--- config.mk ---
export PLATFORM = sky130hd
export DESIGN_NAME = xfq_mul64
export DESIGN_NICKNAME = d
export VERILOG_FILES = /design/src/rtl/xfq_pkg.sv /design/src/rtl/xfq_mul64.sv
export SDC_FILE = /design/constraint.sdc
export NUM_CORES = 2
export LEC_CHECK = 0
export ABC_AREA = 1
export ABC_CLOCK_PERIOD_IN_PS = 9050
export BUFFER_PORTS_ARGS = -buffer_cell sky130_fd_sc_hd__clkbuf_2
export CORE_UTILIZATION = 30
export DETAILED_ROUTE_END_ITERATION = 16
export SETUP_SLACK_MARGIN = 0.02
export SYNTH_ARGS = -nofsm -noshare
export SYNTH_HDL_FRONTEND = slang
export SYNTH_SLANG_ARGS = --single-unit
--- constraint.sdc ---
create_clock -name clk -period 9.05 [get_ports clk]
set_input_delay 0.905 -clock clk [delete_from_list [all_inputs] [get_ports clk]]
set_output_delay 0.905 -clock clk [all_outputs]
set_load 0.02 [all_outputs]
--- src/rtl/xfq_pkg.sv ---
// Package: constants, codes and types shared by the xor filter query block.
package xfq_pkg;

  localparam logic [63:0] GOLDEN_INIT = 64'h9E3779B97F4A7C15;
  localparam logic [63:0] BYTE_MIXER  = 64'hbf58476d1ce4e5b9;
  localparam logic [63:0] FINAL_MIXER = 64'h94d049bb133111eb;

  localparam logic [1:0] OP_WRITE = 2'd0;
  localparam logic [1:0] OP_KEY   = 2'd1;
  localparam logic [1:0] OP_EMPTY = 2'd2;

  localparam logic [1:0] REG_FP_BITS   = 2'd0;
  localparam logic [1:0] REG_SEED      = 2'd1;
  localparam logic [1:0] REG_SEG_LEN   = 2'd2;
  localparam logic [1:0] REG_TBL_BYTES = 2'd3;

  typedef struct packed {
    logic busy;
    logic done;
  } mul_stat_t;

endpackage

--- src/rtl/xfq_mul64.sv ---
// Iterative 64x64 to 128-bit multiplier built on one registered 32x32 multiplier.
module xfq_mul64 (
  input  logic              clk,
  input  logic              rst_n,
  input  logic              start,
  input  logic [63:0]       op_a,
  input  logic [63:0]       op_b,
  output logic [127:0]      product,
  output xfq_pkg::mul_stat_t stat
);
  import xfq_pkg::*;

  localparam logic [2:0] LAST_STEP = 3'd4;

  logic [63:0]  a_r;
  logic [63:0]  b_r;
  logic [63:0]  pp_r;
  logic [127:0] acc_r;
  logic [2:0]   cnt_r;
  logic         busy_r;
  logic         done_r;
  logic [31:0]  pa;
  logic [31:0]  pb;
  logic [127:0] addend;

  assign pa = cnt_r[1] ? a_r[63:32] : a_r[31:0];
  assign pb = cnt_r[0] ? b_r[63:32] : b_r[31:0];

  always_comb begin
    unique case (cnt_r)
      3'd1:    addend = {64'd0, pp_r};
      3'd2:    addend = {32'd0, pp_r, 32'd0};
      3'd3:    addend = {32'd0, pp_r, 32'd0};
      3'd4:    addend = {pp_r, 64'd0};
      default: addend = 128'd0;
    endcase
  end

  always_ff @(posedge clk) begin
    if (!rst_n) begin
      busy_r <= 1'b0;
      done_r <= 1'b0;
      cnt_r  <= 3'd0;
    end else begin
      done_r <= busy_r && (cnt_r == LAST_STEP);
      if (start) begin
        busy_r <= 1'b1;
        cnt_r  <= 3'd0;
      end else if (busy_r && (cnt_r == LAST_STEP)) begin
        busy_r <= 1'b0;
      end else if (busy_r) begin
        cnt_r <= cnt_r + 3'd1;
      end
    end
  end

  always_ff @(posedge clk) begin
    if (start) begin
      a_r   <= op_a;
      b_r   <= op_b;
      acc_r <= 128'd0;
    end else if (busy_r) begin
      pp_r  <= 64'(pa) * 64'(pb);
      acc_r <= acc_r + addend;
    end
  end

  assign product   = acc_r;
  assign stat.busy = busy_r;
  assign stat.done = done_r;

endmodule

# After elaboration in Yosys (flattened, before gate mapping)
# Index checks and enable logic that the tools add are counted.
# op_classes
n_addsub,2
n_mul,1
div,0
magnitude_cmp,0
eq_ne,4
shifts,0
mux,5
bitwise,3
reduce_logical,6
# op_table
operator,n
case mux 128 bit (3 select lines),1
adder 128 bit,1
multiplier 32 x 32 -> 64 bit,1
two-way mux 32 bit,2
== test 3 x 2 -> 1 bit (second input constant),2
AND reduction 2 bit,2
OR reduction 2 bit,2
adder 3 x 1 -> 3 bit (second input constant),1
== test 3 x 1 -> 1 bit (second input constant),1
== test 3 bit (second input constant),1
inverter 1 bit,3
two-way mux 1 bit,2
nonzero test 2 bit,1
logical AND 1 bit,1
# totals
ff_bits,325
latch_bits,0
mem_bits_rw,0
rom_bits,0
inputBits,131
word_cells,28
mem_count,0

# Depth between registers and ports, before layout
# logic_depth
depth_word,4
ltp_mapped,37

# Worst setup path before layout
# OpenSTA, ideal clock, no wires.
# synth_path
kind,register to register
startpoint,register cnt_r[1]
endpoint,register pp_r[59] (data pin)
setup_time_ps,261
arrival_time_ps,6993
t_required_ps,8789
setup_slack_ps,1796
stages_incl_launch_ff,31
n_path_buf,3
path_cell_list,dfxtp_1 buf_2 inv_2 clkbuf_1 or2_2 o21ai_2 clkbuf_1 nor2_1 fa_1 fa_1 inv_1 fa_1 fa_1 inv_1 fa_1 fa_1 fa_1 inv_1 fa_1 inv_1 ha_1 nand2_1 nand2_1 a31oi_1 o21ai_0 nand2_1 inv_1 or2_2 a21oi_1 nand2_1 xor2_1
# synth_between
elab_chain_len,2
# synth_rtl
item,line,source
start: declaration,xfq_mul64.sv:19,logic [2:0] cnt_r;
start signal: assignment,xfq_mul64.sv:52,cnt_r <= cnt_r + 3'd1;
two-way mux 32 bit,xfq_mul64.sv:26,assign pa = cnt_r[1] ? a_r[63:32] : a_r[31:0];
multiplier 32 x 32 -> 64 bit,xfq_mul64.sv:63,pp_r <= 64'(pa) * 64'(pb);
end signal: assignment,xfq_mul64.sv:63,
end: declaration,xfq_mul64.sv:17,logic [63:0] pp_r;
# No other way between the ends.
# A chain may end at the register's enable or synchronous reset.

# Final worst setup path
# layout_path
startpoint,register cnt_r[0]
endpoint,register pp_r[52] (data pin)
# layout_between
elab_chain_len,2
# layout_rtl
item,line,source
two-way mux 32 bit,xfq_mul64.sv:27,assign pb = cnt_r[0] ? b_r[63:32] : b_r[31:0];
multiplier 32 x 32 -> 64 bit,xfq_mul64.sv:63,
# No other way between the ends.

==> results_dict.tcl <==
set metrics [dict create \
    crit_path_end "pp_r[52]" \
    final_max_slew_viol_count 0 \
    cpMostUsedCell "fa_1" \
    syn_avg_cell_area_um2 7.099 \
    rsz0062_at_grt "false" \
    status "finished clean" \
    worstPathRequired_ps 9460 \
    cts.path.max_buffers 3 \
    avgRoutedWirePerCell_um 23.47 \
    htreeDepth 2 \
    grt_start_max_net_pins 77 \
    final_nets 10030 \
    grtUsageMet3 0.03763 \
    crit_type "flop to flop" \
    gp_routability_congestion 1.017 \
    use_met2 0.4331 \
    drt-initial-drc-count 4778 \
    met1_usage 0.3419 \
    crit_family "adder cells" \
    cts_buffers 43 \
    synth-seq-area-share 0.1421 \
    diodes 0 \
    synth_area_mm2 0.05931 \
    crit_slowest_cell "fa_1" \
    netlist_instances 8355 \
    hold_viol 0 \
    io_pins 261 \
    start_kind "flop" \
    synth_edf_count 192 \
    busiest_layer "met2" \
    reg2reg_from "cnt_r[0]" \
    setup_tns_ps 0 \
    cp-startpoint "cnt_r[0]" \
    netlist_top_cells_area "fa_1 (30%), nand2_1 (13%), inv_1 (13%)" \
    vias_per_cell 4.820 \
    rr_endpoint "pp_r[52]" \
    wirelength_um 264300 \
    core_mm2 0.1956 \
    synth_top_area_frac 0.3028 \
    worst-path-max-fanout 35 \
    num_rows 162 \
    cts_tree "done" \
    drc 0 \
    die-area_mm2 0.1995 \
    cpPeakStageDelay_ps 590 \
    track_usage 0.2641 \
    clk_latency_ps 670 \
    cap_violations 0 \
    numPortBuffers 260 \
    synth_top_area_cell "fa_1" \
    ys_ff_latch 325 \
    reg2reg_setup_slack_ps 340 \
    drt_pass1_iterations 7 \
    fin_crit_ps 8706 \
    finalSetupViolCount 0 \
    worst_pin_slew_ps 1112 \
    area_delta_synth_final_pct 11.04 \
    r2r_cells 28 \
    hpwl_um 225400 \
    critPathBufInv 9 \
    synth-async-reset-ratio 0 \
    grt_pass1_wl_um 377700 \
    cts_root_buffer "clkbuf_16" \
    fp.dieW_um 446.6 \
    synth_warnings 0 \
    drive_gt1_frac 0.09170 \
    hold_path_class "primary input to flop" \
    max_freq_mhz 114.9 \
    antenna_found_initial 9 \
    syn_nets 9778 \
    initial_core_util 0.3032 \
    fin_crit_sh 0.9620 \
    endpoint_kind "flop" \
    ant_nets 0 \
    cp.arrival_ps 9110 \
    grt_overflow_total 0 \
    worstSetupPathDepth 28 \
    yosys_most_used_dff "edfxtp_1" \
    die_h_um 446.6 \
    vias 54280 \
    clock_skew_ps 41.05 \
    slew_headroom 0.2587 \
    cts.sinks 325 \
    ys_types 46 \
    grt_pass1_vias 55080 \
    hold_buffers 0 \
    clk_pin_slew_ps 90 \
]
==> cell usage after synthesis (all sizes together), types with 65 or more instances <==
library cell and number:
buf 74, nor2 1293, o21ai 195, dfxtp 133, ha 395, clkbuf 156
or2 65, xor2 80, a21oi 193, fa 897, nand2 2124, edfxtp 192
nand3 201, inv 2074
==> layout make-up <==
class,count,area [µm²]
well taps,2624,3283
clock buffers,52,1110
inverters,2088,7858
fillers,21250,129700
multi-input cells,5712,42240
repair buffers,436,2683
flip-flops and latches,325,8434
clock inverters,24,247.7
==> timing repair <==
action                     CTS  global route
setup endpoints to repair    1             1
resized for setup            2             9
setup buffers                0             0
pin swaps                    0             0
cloned                       0             0
==> routing by layer <==
metal / part of all wire / wire length, µm
met5: 0.000098 / 26
met3: 0.076 / 20130
met4: 0.055 / 14660
met2: 0.46 / 120400
met1: 0.41 / 109100
==> placed cells by master (no fill, tap or decap), types with 43 or more instances in the layout <==
| cell type | Yosys | layout |
|---|---|---|
| o21ai_0 | 147 | 122 |
| edfxtp_1 | 192 | 192 |
| or2_2 | 63 | 63 |
| nand3_1 | 188 | 188 |
| buf_4 | 3 | 172 |
| clkbuf_2 | 0 | 259 |
| ha_1 | 395 | 395 |
| o22ai_1 | 64 | 64 |
| inv_2 | 51 | 49 |
| inv_1 | 2023 | 2021 |
| nor2_1 | 1247 | 1246 |
| dfxtp_1 | 133 | 130 |
| o21ai_2 | 27 | 57 |
| nand2_1 | 2089 | 2087 |
| a21oi_1 | 193 | 192 |
| fa_1 | 897 | 897 |
| xor2_1 | 80 | 80 |
| clkbuf_16 | 0 | 43 |
==> registers in the layout (all words and copies together), names as in the netlist <==
name     cells
cnt_r        3
b_r         64
a_r         64
pp_r        64
done_r       1
busy_r       1
product    128
==> stage by stage <==
stage / hold WS [ps] / worst slack (ps) / instance area, µm² / cells / util
after global placement: 509.1 / -134.0 / 64470 / 11190 / 0.3296
after floorplan: 570.4 / 1796 / 59310 / 8355 / -
after CTS: 370.5 / 58.81 / 65830 / 11260 / 0.3365
after global routing: 394.0 / 113.1 / 65860 / 11260 / 0.3367
final: 411.3 / 344.1 / 65860 / 11260 / 0.3367
after detailed placement: 527.6 / -281.2 / 64470 / 11190 / 0.3296
==> cells by family (layout without fill, tap and decap cells) <==
family	Yosys count	count (layout)	synth area share
compound gates	533	533	0.05130
xor+xnor	116	116	0.01713
fa+ha+maj	1292	1292	0.3861
buf+inv	2318	2600	0.1483
flops	325	325	0.1421
simple gates	3771	3771	0.2551
==> worst min path at each step <==
stage	startpoint	endpoint	cells after the start
after floorplan	cnt_r[2]	cnt_r[2]	4
after global placement	product[44]	product[44]	2
after detailed placement	product[44]	product[44]	2
after CTS	op_a[2]	a_r[2]	1
after global routing	op_b[52]	b_r[52]	1
final	op_a[2]	a_r[2]	1
Power is not shown: default switching activity piles up to over one toggle a cycle in this logic, so the estimate is an artifact.
